$ cat src/cnia_pkg.sv
// Shared types and constants for the CAN node ID allocation client.
package cnia_pkg;

   // request codes carried in req_type
   localparam logic [1:0] REQ_TICK  = 2'd0;
   localparam logic [1:0] REQ_ALLOC = 2'd1;
   localparam logic [1:0] REQ_START = 2'd2;

   // result kinds
   localparam logic KIND_REQUEST = 1'b0;
   localparam logic KIND_ASSIGN  = 1'b1;

   // configuration register indexes
   localparam logic [2:0] CSR_UID_LOW          = 3'd0;
   localparam logic [2:0] CSR_UID_HIGH         = 3'd1;
   localparam logic [2:0] CSR_REQUEST_MIN_MS   = 3'd2;
   localparam logic [2:0] CSR_REQUEST_SPAN_MS  = 3'd3;
   localparam logic [2:0] CSR_FOLLOWUP_MIN_MS  = 3'd4;
   localparam logic [2:0] CSR_FOLLOWUP_SPAN_MS = 3'd5;

   // register reset values
   localparam logic [15:0] RESET_REQUEST_MIN_MS   = 16'd600;
   localparam logic [15:0] RESET_REQUEST_SPAN_MS  = 16'd400;
   localparam logic [15:0] RESET_FOLLOWUP_MIN_MS  = 16'd0;
   localparam logic [15:0] RESET_FOLLOWUP_SPAN_MS = 16'd400;

   typedef struct packed {
      logic [63:0] uid_low;
      logic [63:0] uid_high;
      logic [15:0] request_min_ms;
      logic [15:0] request_span_ms;
      logic [15:0] followup_min_ms;
      logic [15:0] followup_span_ms;
   } cfg_type;

   typedef struct packed {
      logic [1:0]  req_type;
      logic [15:0] rand_value;
      logic [6:0]  rx_source_id;
      logic [6:0]  rx_node_id;
      logic [4:0]  rx_uid_len;
      logic [63:0] rx_uid_lo;
      logic [63:0] rx_uid_hi;
   } item_type;

   typedef struct packed {
      logic        result_kind;
      logic        first_stage;
      logic [2:0]  chunk_len;
      logic [47:0] uid_chunk;
      logic [6:0]  assigned_node_id;
   } result_type;

   typedef struct packed {
      logic [6:0]  local_node_id;
      logic [16:0] delay_remaining;
      logic [4:0]  uid_offset;
   } state_type;

endpackage

$ cat src/cnia_req_if.sv
// Input channel: one allocation client event per transaction.
interface cnia_req_if;
   logic        valid;
   logic        ready;
   logic [1:0]  req_type;
   logic [15:0] rand_value;
   logic [6:0]  rx_source_id;
   logic [6:0]  rx_node_id;
   logic [4:0]  rx_uid_len;
   logic [63:0] rx_uid_lo;
   logic [63:0] rx_uid_hi;

   modport source (
      output valid, req_type, rand_value, rx_source_id, rx_node_id, rx_uid_len,
             rx_uid_lo, rx_uid_hi,
      input  ready
   );
   modport sink (
      input  valid, req_type, rand_value, rx_source_id, rx_node_id, rx_uid_len,
             rx_uid_lo, rx_uid_hi,
      output ready
   );
endinterface

$ cat src/cnia_rsp_if.sv
// Result channel: request frame or node ID assignment per transaction.
interface cnia_rsp_if;
   logic        valid;
   logic        ready;
   logic        result_kind;
   logic        first_stage;
   logic [2:0]  chunk_len;
   logic [47:0] uid_chunk;
   logic [6:0]  assigned_node_id;

   modport source (
      output valid, result_kind, first_stage, chunk_len, uid_chunk, assigned_node_id,
      input  ready
   );
   modport sink (
      input  valid, result_kind, first_stage, chunk_len, uid_chunk, assigned_node_id,
      output ready
   );
endinterface

$ cat src/cnia_csr_if.sv
// Configuration write channel: register index and write data.
interface cnia_csr_if;
   logic        valid;
   logic        ready;
   logic [2:0]  index;
   logic [63:0] data;

   modport source (
      output valid, index, data,
      input  ready
   );
   modport sink (
      input  valid, index, data,
      output ready
   );
endinterface

$ cat src/cnia_csr_regs.sv
// Configuration registers of the allocation client.
module cnia_csr_regs (
   input  logic              clock,
   input  logic              reset,
   input  logic              wr_valid,
   input  logic [2:0]        wr_index,
   input  logic [63:0]       wr_data,
   output cnia_pkg::cfg_type cfg
);
   import cnia_pkg::*;

   cfg_type cfg_ff;
   cfg_type cfg_in;

   always_comb begin
      cfg_in = cfg_ff;
      if (wr_valid) begin
         unique case (wr_index)
            CSR_UID_LOW:          cfg_in.uid_low          = wr_data;
            CSR_UID_HIGH:         cfg_in.uid_high         = wr_data;
            CSR_REQUEST_MIN_MS:   cfg_in.request_min_ms   = wr_data[15:0];
            CSR_REQUEST_SPAN_MS:  cfg_in.request_span_ms  = wr_data[15:0];
            CSR_FOLLOWUP_MIN_MS:  cfg_in.followup_min_ms  = wr_data[15:0];
            CSR_FOLLOWUP_SPAN_MS: cfg_in.followup_span_ms = wr_data[15:0];
            default:              cfg_in = cfg_ff;
         endcase
      end
   end

   always_ff @(posedge clock) begin
      if (reset) begin
         cfg_ff.uid_low          <= '0;
         cfg_ff.uid_high         <= '0;
         cfg_ff.request_min_ms   <= RESET_REQUEST_MIN_MS;
         cfg_ff.request_span_ms  <= RESET_REQUEST_SPAN_MS;
         cfg_ff.followup_min_ms  <= RESET_FOLLOWUP_MIN_MS;
         cfg_ff.followup_span_ms <= RESET_FOLLOWUP_SPAN_MS;
      end else begin
         cfg_ff <= cfg_in;
      end
   end

   assign cfg = cfg_ff;

endmodule

$ cat src/cnia_step.sv
// Per-item decision logic: next client state and optional result.
module cnia_step #(
   parameter int UID_BYTES   = 16,
   parameter int CHUNK_BYTES = 6
) (
   input  cnia_pkg::cfg_type    cfg,
   input  cnia_pkg::state_type  state,
   input  cnia_pkg::item_type   item,
   output cnia_pkg::state_type  state_next,
   output logic                 emit,
   output cnia_pkg::result_type result
);
   import cnia_pkg::*;

   localparam logic [4:0] UidBytesW   = 5'(UID_BYTES);
   localparam logic [2:0] ChunkBytesW = 3'(CHUNK_BYTES);

   logic [7:0]  own_byte [16];
   logic [7:0]  rx_byte [16];
   logic [31:0] req_prod;
   logic [31:0] fup_prod;
   logic [16:0] req_delay;
   logic [16:0] fup_delay;
   logic [16:0] delay_dec;
   logic [4:0]  len_clamp;
   logic        uid_match;
   logic [4:0]  remain;
   logic [2:0]  clen;
   logic [4:0]  byte_idx;
   logic [47:0] chunk;

   // split UID words into bytes; own bytes past the UID size read as zero
   always_comb begin
      for (int i = 0; i < 8; i++) begin
         own_byte[i]     = cfg.uid_low[8*i +: 8];
         own_byte[i + 8] = cfg.uid_high[8*i +: 8];
         rx_byte[i]      = item.rx_uid_lo[8*i +: 8];
         rx_byte[i + 8]  = item.rx_uid_hi[8*i +: 8];
      end
      for (int i = 0; i < 16; i++) begin
         if (i >= UID_BYTES) begin
            own_byte[i] = 8'd0;
         end
      end
   end

   // delay = min + (rand * span) >> 16
   assign req_prod  = 32'(item.rand_value) * 32'(cfg.request_span_ms);
   assign fup_prod  = 32'(item.rand_value) * 32'(cfg.followup_span_ms);
   assign req_delay = {1'b0, cfg.request_min_ms} + {1'b0, req_prod[31:16]};
   assign fup_delay = {1'b0, cfg.followup_min_ms} + {1'b0, fup_prod[31:16]};

   assign delay_dec = (state.delay_remaining != 17'd0) ?
                      state.delay_remaining - 17'd1 : state.delay_remaining;

   // prefix compare of the received UID against our own
   always_comb begin
      len_clamp = (item.rx_uid_len > UidBytesW) ? UidBytesW : item.rx_uid_len;
      uid_match = 1'b1;
      for (int i = 0; i < 16; i++) begin
         if ((i < UID_BYTES) && (5'(i) < len_clamp) && (own_byte[i] != rx_byte[i])) begin
            uid_match = 1'b0;
         end
      end
   end

   // request chunk starting at the current offset
   always_comb begin
      remain = (state.uid_offset < UidBytesW) ? UidBytesW - state.uid_offset : 5'd0;
      clen   = (remain > 5'(ChunkBytesW)) ? ChunkBytesW : remain[2:0];
      chunk  = '0;
      byte_idx = '0;
      for (int j = 0; j < CHUNK_BYTES; j++) begin
         byte_idx = state.uid_offset + 5'(j);
         if (3'(j) < clen) begin
            chunk[8*j +: 8] = own_byte[byte_idx[3:0]];
         end
      end
   end

   always_comb begin
      state_next = state;
      emit       = 1'b0;
      result     = '0;
      if (state.local_node_id == 7'd0) begin
         case (item.req_type)
            REQ_START: begin
               state_next.delay_remaining = req_delay;
            end
            REQ_TICK: begin
               state_next.delay_remaining = delay_dec;
               if (delay_dec == 17'd0) begin
                  state_next.delay_remaining = req_delay;
                  state_next.uid_offset      = 5'd0;
                  emit                       = 1'b1;
                  result.result_kind         = KIND_REQUEST;
                  result.first_stage         = (state.uid_offset == 5'd0);
                  result.chunk_len           = clen;
                  result.uid_chunk           = chunk;
               end
            end
            REQ_ALLOC: begin
               state_next.delay_remaining = req_delay;
               state_next.uid_offset      = 5'd0;
               if ((item.rx_source_id != 7'd0) && uid_match) begin
                  if (len_clamp < UidBytesW) begin
                     state_next.uid_offset      = len_clamp;
                     state_next.delay_remaining = fup_delay;
                  end else if (item.rx_node_id != 7'd0) begin
                     state_next.local_node_id = item.rx_node_id;
                     emit                     = 1'b1;
                     result.result_kind       = KIND_ASSIGN;
                     result.assigned_node_id  = item.rx_node_id;
                  end
               end
            end
            default: begin
               state_next = state;
            end
         endcase
      end
   end

endmodule

$ cat src/can_node_id_allocation_client_top.sv
// Top level of the CAN dynamic node ID allocation client.
//
// Channels: req_ch takes one event per transaction (millisecond tick,
// received allocation message or start), rsp_ch delivers request frames to
// transmit and the one node ID assignment, csr_ch writes the six setup
// registers (own UID words, request and follow-up delay ranges).
// An accepted event is held in an input register; combinational decision
// logic (UID prefix compare, chunk select, the 16x16 multiplies for the random
// delays) updates the client state and loads the result register. A result
// is loaded when its event retires from the input register; events that yield
// no result retire in the cycle after acceptance. One event per cycle is
// accepted while the held event can retire. When the receiver stalls, the
// result register holds; the input register still takes one more event, and
// the input stalls only once an event that yields a result waits behind the
// held one. Synchronous reset clears the node ID, delay counter, UID offset and
// the valid flags of both pipeline registers, and loads the register reset
// values. Once a node ID is assigned all events are consumed without results.
module can_node_id_allocation_client_top #(
   parameter int UID_BYTES   = 16,
   parameter int CHUNK_BYTES = 6
) (
   input logic        clock,
   input logic        reset,
   cnia_req_if.sink   req_ch,
   cnia_rsp_if.source rsp_ch,
   cnia_csr_if.sink   csr_ch
);
   import cnia_pkg::*;

   cfg_type    cfg;
   item_type   item_ff;
   logic       in_valid_ff;
   state_type  state_ff;
   state_type  state_in;
   logic       emit;
   result_type result_in;
   result_type result_ff;
   logic       out_valid_ff;
   logic       out_free;
   logic       advance;
   logic       req_take;

   assign csr_ch.ready = 1'b1;

   cnia_csr_regs u_csr (
      .clock    (clock),
      .reset    (reset),
      .wr_valid (csr_ch.valid),
      .wr_index (csr_ch.index),
      .wr_data  (csr_ch.data),
      .cfg      (cfg)
   );

   cnia_step #(
      .UID_BYTES   (UID_BYTES),
      .CHUNK_BYTES (CHUNK_BYTES)
   ) u_step (
      .cfg        (cfg),
      .state      (state_ff),
      .item       (item_ff),
      .state_next (state_in),
      .emit       (emit),
      .result     (result_in)
   );

   // retire the held event unless its result has nowhere to go
   assign out_free     = !out_valid_ff || rsp_ch.ready;
   assign advance      = in_valid_ff && (out_free || !emit);
   assign req_ch.ready = !in_valid_ff || advance;
   assign req_take     = req_ch.valid && req_ch.ready;

   always_ff @(posedge clock) begin
      if (reset) begin
         in_valid_ff  <= 1'b0;
         out_valid_ff <= 1'b0;
         state_ff     <= '0;
      end else begin
         if (req_take) begin
            in_valid_ff <= 1'b1;
         end else if (advance) begin
            in_valid_ff <= 1'b0;
         end
         if (advance) begin
            state_ff <= state_in;
         end
         if (advance && emit) begin
            out_valid_ff <= 1'b1;
         end else if (rsp_ch.ready) begin
            out_valid_ff <= 1'b0;
         end
      end
   end

   always_ff @(posedge clock) begin
      if (req_take) begin
         item_ff.req_type     <= req_ch.req_type;
         item_ff.rand_value   <= req_ch.rand_value;
         item_ff.rx_source_id <= req_ch.rx_source_id;
         item_ff.rx_node_id   <= req_ch.rx_node_id;
         item_ff.rx_uid_len   <= req_ch.rx_uid_len;
         item_ff.rx_uid_lo    <= req_ch.rx_uid_lo;
         item_ff.rx_uid_hi    <= req_ch.rx_uid_hi;
      end
      if (advance && emit) begin
         result_ff <= result_in;
      end
   end

   assign rsp_ch.valid            = out_valid_ff;
   assign rsp_ch.result_kind      = result_ff.result_kind;
   assign rsp_ch.first_stage      = result_ff.first_stage;
   assign rsp_ch.chunk_len        = result_ff.chunk_len;
   assign rsp_ch.uid_chunk        = result_ff.uid_chunk;
   assign rsp_ch.assigned_node_id = result_ff.assigned_node_id;

endmodule

$ cat src/flat_wrapper.sv
// flat-port wrapper written by rule: the top's interface ports become plain ports
module can_node_id_allocation_client_top_flat import cnia_pkg::*;
#(
   parameter int UID_BYTES   = 16,
   parameter int CHUNK_BYTES = 6
)
  (clock, reset, req_ch_valid, req_ch_req_type, req_ch_rand_value, req_ch_rx_source_id, req_ch_rx_node_id, req_ch_rx_uid_len, req_ch_rx_uid_lo, req_ch_rx_uid_hi, req_ch_ready, rsp_ch_valid, rsp_ch_result_kind, rsp_ch_first_stage, rsp_ch_chunk_len, rsp_ch_uid_chunk, rsp_ch_assigned_node_id, rsp_ch_ready, csr_ch_valid, csr_ch_index, csr_ch_data, csr_ch_ready);
  cnia_req_if req_ch_i ();
  cnia_rsp_if rsp_ch_i ();
  cnia_csr_if csr_ch_i ();
  input logic clock;
  input logic reset;
  input wire logic [$bits(req_ch_i.valid)-1:0] req_ch_valid;
  input wire logic [$bits(req_ch_i.req_type)-1:0] req_ch_req_type;
  input wire logic [$bits(req_ch_i.rand_value)-1:0] req_ch_rand_value;
  input wire logic [$bits(req_ch_i.rx_source_id)-1:0] req_ch_rx_source_id;
  input wire logic [$bits(req_ch_i.rx_node_id)-1:0] req_ch_rx_node_id;
  input wire logic [$bits(req_ch_i.rx_uid_len)-1:0] req_ch_rx_uid_len;
  input wire logic [$bits(req_ch_i.rx_uid_lo)-1:0] req_ch_rx_uid_lo;
  input wire logic [$bits(req_ch_i.rx_uid_hi)-1:0] req_ch_rx_uid_hi;
  output wire logic [$bits(req_ch_i.ready)-1:0] req_ch_ready;
  output wire logic [$bits(rsp_ch_i.valid)-1:0] rsp_ch_valid;
  output wire logic [$bits(rsp_ch_i.result_kind)-1:0] rsp_ch_result_kind;
  output wire logic [$bits(rsp_ch_i.first_stage)-1:0] rsp_ch_first_stage;
  output wire logic [$bits(rsp_ch_i.chunk_len)-1:0] rsp_ch_chunk_len;
  output wire logic [$bits(rsp_ch_i.uid_chunk)-1:0] rsp_ch_uid_chunk;
  output wire logic [$bits(rsp_ch_i.assigned_node_id)-1:0] rsp_ch_assigned_node_id;
  input wire logic [$bits(rsp_ch_i.ready)-1:0] rsp_ch_ready;
  input wire logic [$bits(csr_ch_i.valid)-1:0] csr_ch_valid;
  input wire logic [$bits(csr_ch_i.index)-1:0] csr_ch_index;
  input wire logic [$bits(csr_ch_i.data)-1:0] csr_ch_data;
  output wire logic [$bits(csr_ch_i.ready)-1:0] csr_ch_ready;
  assign req_ch_i.valid = req_ch_valid;
  assign req_ch_i.req_type = req_ch_req_type;
  assign req_ch_i.rand_value = req_ch_rand_value;
  assign req_ch_i.rx_source_id = req_ch_rx_source_id;
  assign req_ch_i.rx_node_id = req_ch_rx_node_id;
  assign req_ch_i.rx_uid_len = req_ch_rx_uid_len;
  assign req_ch_i.rx_uid_lo = req_ch_rx_uid_lo;
  assign req_ch_i.rx_uid_hi = req_ch_rx_uid_hi;
  assign req_ch_ready = req_ch_i.ready;
  assign rsp_ch_valid = rsp_ch_i.valid;
  assign rsp_ch_result_kind = rsp_ch_i.result_kind;
  assign rsp_ch_first_stage = rsp_ch_i.first_stage;
  assign rsp_ch_chunk_len = rsp_ch_i.chunk_len;
  assign rsp_ch_uid_chunk = rsp_ch_i.uid_chunk;
  assign rsp_ch_assigned_node_id = rsp_ch_i.assigned_node_id;
  assign rsp_ch_i.ready = rsp_ch_ready;
  assign csr_ch_i.valid = csr_ch_valid;
  assign csr_ch_i.index = csr_ch_index;
  assign csr_ch_i.data = csr_ch_data;
  assign csr_ch_ready = csr_ch_i.ready;
  can_node_id_allocation_client_top #(.UID_BYTES(UID_BYTES), .CHUNK_BYTES(CHUNK_BYTES)) u_core (.clock(clock), .reset(reset), .req_ch(req_ch_i), .rsp_ch(rsp_ch_i), .csr_ch(csr_ch_i));
endmodule
$ cat config.mk
export PLATFORM = sky130hd
export DESIGN_NAME = can_node_id_allocation_client_top_flat
export DESIGN_NICKNAME = d
export VERILOG_FILES = /design/src/cnia_pkg.sv /design/src/cnia_req_if.sv /design/src/cnia_rsp_if.sv /design/src/cnia_csr_if.sv /design/src/cnia_csr_regs.sv /design/src/cnia_step.sv /design/src/can_node_id_allocation_client_top.sv /design/src/flat_wrapper.sv
export SDC_FILE = /design/constraint.sdc
export NUM_CORES = 2
export LEC_CHECK = 0
export BUFFER_PORTS_ARGS = -buffer_cell sky130_fd_sc_hd__buf_2
export CAP_MARGIN = 25
export CORE_MARGIN = 4
export CORE_UTILIZATION = 50
export CTS_CLUSTER_SIZE = 10
export DETAILED_ROUTE_END_ITERATION = 10
export HOLD_SLACK_MARGIN = 0.06
export PLACE_DENSITY = 0.77
export SYNTH_ARGS = -nofsm -noshare
export SYNTH_HDL_FRONTEND = slang
export SYNTH_SLANG_ARGS = --single-unit
export TNS_END_PERCENT = 10
$ cat constraint.sdc
create_clock -name clock -period 14.3 [get_ports clock]
set_clock_uncertainty 0.2 [all_clocks]
set_input_delay 1.43 -clock clock [delete_from_list [all_inputs] [get_ports clock]]
set_output_delay 1.43 -clock clock [all_outputs]
set_load 0.02 [all_outputs]
== Word-level counts from Yosys, hierarchy flattened ==
Index checks and enable logic that the tools add are counted.
W data, S select, Z words.

* Register bits: 448
* Output and inout bits: 63

* Multiplexer cells: 54
* Magnitude comparators: 32
* Equal/unequal tests: 24
* Multipliers: 2
* Bitwise logic cells: 11
* Add/sub/neg operators: 9
* Reduce and logical (&&, ||, !) cells: 55

{| class="wikitable"
|+ Operators with widths
! cell !! count
|-
| $bmux W8 S4 || 6
|-
| $ne A8 B8 Y1 || 16
|-
| $mux W8 || 12
|-
| $mux W22 || 3
|-
| $mul A16 B16 Y32 || 2
|-
| $pmux W17 S3 || 1
|-
| $lt A4 B5 Y1 const A || 8
|-
| $add A16 B16 Y17 || 2
|-
| $ge A5 B5 Y1 const B || 6
|-
| $not A4 Y5 || 6
|-
| $reduce_and A4 Y1 || 7
|-
| $mux W1 || 25
|-
| $logic_and A1 B1 Y1 || 20
|-
| $lt A3 B5 Y1 const A || 4
|-
| $logic_not A17 Y1 || 1
|-
| $mux W17 || 1
|-
| $reduce_bool A17 Y1 || 1
|-
| $sub A17 B1 Y17 const B || 1
|-
| $reduce_bool A7 Y1 || 2
|-
| $reduce_and A2 Y1 || 6
|-
| $lt A1 B5 Y1 const A || 2
|-
| $lt A2 B5 Y1 const A || 2
|-
| $lt A5 B5 Y1 const B || 2
|-
| $mux W5 || 2
|-
| other kinds (30) || 49
|}

== Logic depth before layout (Yosys ltp) ==
* Word-level depth: 30
* Depth in mapped cells: 34
* Depth with buffers taken out: 32

== Cells and area by module ==
From an unflattened synthesis, not the netlist that was laid out.

* Cell total of the unflattened synthesis: 3,946
* Area, all modules: 40,879.2 sq um

{| class="wikitable"
|+ By module, submodules not included
! module !! cells each !! area each (sq um) !! seq. area each (sq um) !! instances
|-
| cnia_step || 2,876 || 25,014.0 || 0.0 || 1
|-
| can_node_id_allocation_client_top || 363 || 8,165.3 || 7,377.1 || 1
|-
| cnia_csr_regs || 707 || 7,699.9 || 3,843.7 || 1
|}

== Worst setup path before layout ==
Ideal clock, no wire load.

* Path type: input -> register
* From: input rsp_ch_ready
* To: register u_core.item_ff[0] (netlist bit), enable pin
* Data arrival time: 10.583 ns
* Required time: 13.312 ns
* Setup time: 0.788 ns
* Cell stages on the path: 3
* Buffers on the path: 0
* Path slack: 2.730 ns
* Path through: nand2b_1 > nor3_1 > a31oi_1

* Cells in the longest elaborated chain, start to end: 5

{| class="wikitable"
|+ RTL lines
! element !! RTL line !! source
|-
| start, declared || flat_wrapper.sv:28 || <nowiki>input wire logic [$bits(rsp_ch_i.ready)-1:0] rsp_ch_ready;</nowiki>
|-
| $logic_or A1 B1 Y1 || can_node_id_allocation_client_top.sv:67 || <nowiki>assign out_free = !out_valid_ff || rsp_ch.ready;</nowiki>
|-
| $logic_or A1 B1 Y1 || can_node_id_allocation_client_top.sv:68 || <nowiki>assign advance = in_valid_ff && (out_free || !emit);</nowiki>
|-
| $logic_and A1 B1 Y1 || can_node_id_allocation_client_top.sv:68 ||
|-
| $logic_or A1 B1 Y1 || can_node_id_allocation_client_top.sv:69 || <nowiki>assign req_ch.ready = !in_valid_ff || advance;</nowiki>
|-
| $logic_and A1 B1 Y1 || can_node_id_allocation_client_top.sv:70 || <nowiki>assign req_take = req_ch.valid && req_ch.ready;</nowiki>
|-
| net u_core.req_take || can_node_id_allocation_client_top.sv:41 || <nowiki>logic req_take;</nowiki>
|-
| end, declared || can_node_id_allocation_client_top.sv:31 || <nowiki>item_type item_ff;</nowiki>
|}

The timed path passes the listed nets, and every way through them passes these cells.
A chain may end at the register's enable or synchronous reset.

== Final worst setup path ==
* From: register u_core.item_ff[150] (netlist bit)
* To: register u_core.state_ff[20] (netlist bit)

* Cells in the longest elaborated chain, start to end: 5
* Elaborated cells between the ends (all ways): 8
* Those cells by class: add/sub: 2; mul: 2; mux: 4

{| class="wikitable"
|+ RTL lines
! element !! RTL line !! source
|-
| $mul A16 B16 Y32, on equally long branches || cnia_step.sv:48, cnia_step.sv:49 ||
|-
| $add A16 B16 Y17, on equally long branches || cnia_step.sv:50, cnia_step.sv:51 ||
|-
| $mux W22 || cnia_step.sv:106 || <nowiki>if (len_clamp < UidBytesW) begin</nowiki>
|-
| $mux W22 || cnia_step.sv:105 || <nowiki>if ((item.rx_source_id != 7'd0) && uid_match) begin</nowiki>
|-
| $pmux W17 S3 (*) || cnia_step.sv:86 || <nowiki>case (item.req_type)</nowiki>
|-
| end signal, assigned || can_node_id_allocation_client_top.sv:84 || <nowiki>state_ff <= state_in;</nowiki>
|-
| end, declared || can_node_id_allocation_client_top.sv:33 || <nowiki>state_type state_ff;</nowiki>
|}

Mark *: on every way between the ends. The rest lies on a longest branch, timed or not. The select of a mux whose other input is x is not followed.

==> flow_summary.yaml <==
run_status:
  status: "complete, no violations"
synth:
  ys_types: 81
  synth_top_area_cell: "fa_1"
  async_flop_share: 0
  synth_edf_count: 225
  synthFlopType: "edfxtp_1"
  syn_area_um2: 39000
  synth_top_area_frac: 0.199
  seq_area_frac_synth: 0.287
  synth_warnings: 0
  syn_area_per_cell_um2: 10.1
  syn_nets: 4738
  ys_ff_latch: 447
  synthCells: 3870
  synth_area_leaders: "fa_1 20%, edfxtp_1 17%, dfxtp_1 11%"
grt:
  grt_max_degree: 150
  overflow: 0
  grt_usage: 0.283
  antenna_found_initial: 5
  grt_pass1_vias: 30533
  grt_pass1_wl_mm: 180
clock_network:
  cts_tree: "yes"
  cts-resized-gates: 0
  cts-root-buf: "clkbuf_16"
  cts_max_level: 2
  clock-sinks: 447
  cts-buffers-inserted: 56
  path_clk_slew_ns: 0.06
  clock_latency_ns: 0.64
  cts_hold_buf: 0
  clock_path_buffers: 3
  cts_setup_buffers: 0
timing:
  setup_viol: 0
  hold_ws_ns: 0.263
  hold_violations: 0
  setup_tns_ns: 0
  timing.fmax_ghz: 0.111
  fin_crit_ns: 9.02
  slew_headroom: 0.277
  rsz0062_at_grt: "no"
  tightest_slew_ns: 1.09
  report.final.slew_viol_count: 0
  fin_crit_sh: 0.631
cells_and_area:
  regArea_um2: 11200
  finalCoreUtilization: 0.558
  mostFrequentLayoutCells: "710 x nand2_1, 467 x inv_1, 388 x fa_1"
  fillers: 6556
  drive_gt1_frac: 0.151
  multi_input_area_um2: 25300
  diodes: 0
  area.growth.synth_to_final_pct: 10.7
  nets: 4921
  final_common_cell: "nand2_1"
setup_path:
  cp.depth: 30
  start_kind: "register"
  worstPathArrival_ns: 9.32
  critPathTopFamily: "adder cells"
  critPathCaptureType: "register"
  crit_buf_inv: 4
  crit_path_frequent_cell: "fa_1"
  max_stage_delay_ns: 0.82
  critPathKind: "register to register"
  rr_worst_depth: 30
  worst_path_max_delay_cell: "edfxtp_1"
  cp_data_required_time_ns: 14.60
  rrSetupSlack_ns: 5.28
  worstPathMaxFanout: 32
placed_design:
  dp_hpwl_mm: 87.0
  io_buffers: 298
  gp_congestion: 1.03
floorplanning:
  core_um2: 77500
  ioPinCount: 300
  die_area_um2: 82600
  rows: 102
  dieHeight_um: 287
  start_util: 0.504
  chipWidth_um: 287
route:
  wl_met3_mm: 11.6
  viasPerCell: 5.89
  top_layer_used: "met5"
  drtPass1Iterations: 6
  drc: 0
  routed-via-count: 30261
  drtAntennaViolNets: 0
  drt_iter0_drc: 2940
  totalWireLength_mm: 116
  wirelength_met1_mm: 42.0
  wl_per_cell_um: 22.6
  wl_met2_mm: 54.2
worst_hold_path:
  hp-class: "register to register"
  whs_path_depth: 2
pwr:
  total_power_mw: 5.00
  p_per_area_nw_per_um2: 116
  leakage_nw: 18.4
  max-vdd-ir-drop_v: 0.000162
job:
  maxCapViolations: 0
-- synth_stat cells, types with 5 or more instances --
cell,number
o211ai_1,11
nand4_1,28
o21ai_0,33
xor2_1,74
a21o_1,20
inv_1,467
buf_1,23
nand2b_1,7
mux2_2,6
and3_1,19
nand2_1,712
and2_1,252
nor3_1,30
nor2_1,98
o21bai_1,8
nor2b_1,39
nand3_1,23
o21a_1,7
mux4_2,168
o22ai_1,6
a311oi_1,10
ha_1,243
xnor2_1,121
a21oi_1,241
nor4_1,22
mux2i_1,14
or2_2,7
o32ai_1,5
edfxtp_1,225
fa_1,388
a221oi_1,7
a31oi_1,16
or3_1,11
clkbuf_1,175
buf_2,11
nand3b_1,12
dfxtp_1,222
a211oi_1,32
-- power breakdown --
| part | switching [mW] | internal [mW] |
|---|---|---|
| Clock | 0.584 | 0.809 |
| Sequential | 0.0793 | 1.41 |
| Combinational | 1.29 | 0.837 |
| Total | 1.95 | 3.05 |
-- per-layer routing --
metal,track usage,vias to the layer above
met5,0,-
met4,0.164,10
met3,0.0529,344
met2,0.454,1781
met1,0.360,14869
li1,-,13257
-- through the flow --
step,setup WS [ns],area (µm²),std cells
global route,4.86,43200,5139
finish,5.28,43200,5139
floorplan,2.73,39000,3870
global placement,5.53,41300,5032
detailed placement,5.44,41400,5033
CTS,5.39,43200,5137
-- registers in the layout (all words and copies together), names as in the netlist --
register,flops
u_core.in_valid_ff,1
u_core.item_ff,165
u_core.rsp_ch.assigned_node_id,7
u_core.rsp_ch.chunk_len,3
u_core.rsp_ch.first_stage,1
u_core.rsp_ch.result_kind,1
u_core.rsp_ch.uid_chunk,48
u_core.rsp_ch.valid,1
u_core.state_ff,28
u_core.u_csr.cfg,192
-- final cells by class --
| cell class | count | share of cell area |
|---|---|---|
| Clock buffer | 97 | 0.0394 |
| Clock inverter | 7 | 0.00220 |
| Inverter | 470 | 0.0408 |
| Multi-Input combinational cell | 2742 | 0.586 |
| Sequential cell | 447 | 0.259 |
| Tap cell | 1040 | 0.0301 |
| Timing Repair Buffer | 336 | 0.0425 |
-- cells by family (layout without fill, tap and decap cells) --
group | Yosys count | after routing | synth area share
flip-flops | 447 | 447 | 0.287
AND/OR/NAND/NOR | 1284 | 1284 | 0.155
other | 1 | 1 | 0.0000961
XOR/XNOR | 195 | 195 | 0.0437
adder cells (fa/ha/maj) | 631 | 631 | 0.277
multiplexers | 188 | 188 | 0.102
buffers and inverters | 681 | 910 | 0.0660
AO/OA/AOI/OAI | 443 | 443 | 0.0693
-- tightest hold or removal path, delay by kind of cell, from the launching register on --
kind,cells,cell delay (ns)
flip-flops,1,0.31
AO/OA/AOI/OAI,1,0.05
AND/OR/NAND/NOR,1,0.05
-- path summary, 6_finish.rpt --
path,startpoint,endpoint
worst max-delay path,u_core.item_ff[150],u_core.state_ff[20]
worst min-delay path,u_core.u_csr.cfg[28],u_core.u_csr.cfg[28]
worst max register to register,u_core.item_ff[150],u_core.state_ff[20]
worst min register to register,u_core.u_csr.cfg[28],u_core.u_csr.cfg[28]
(Power assumes the default switching activity.)
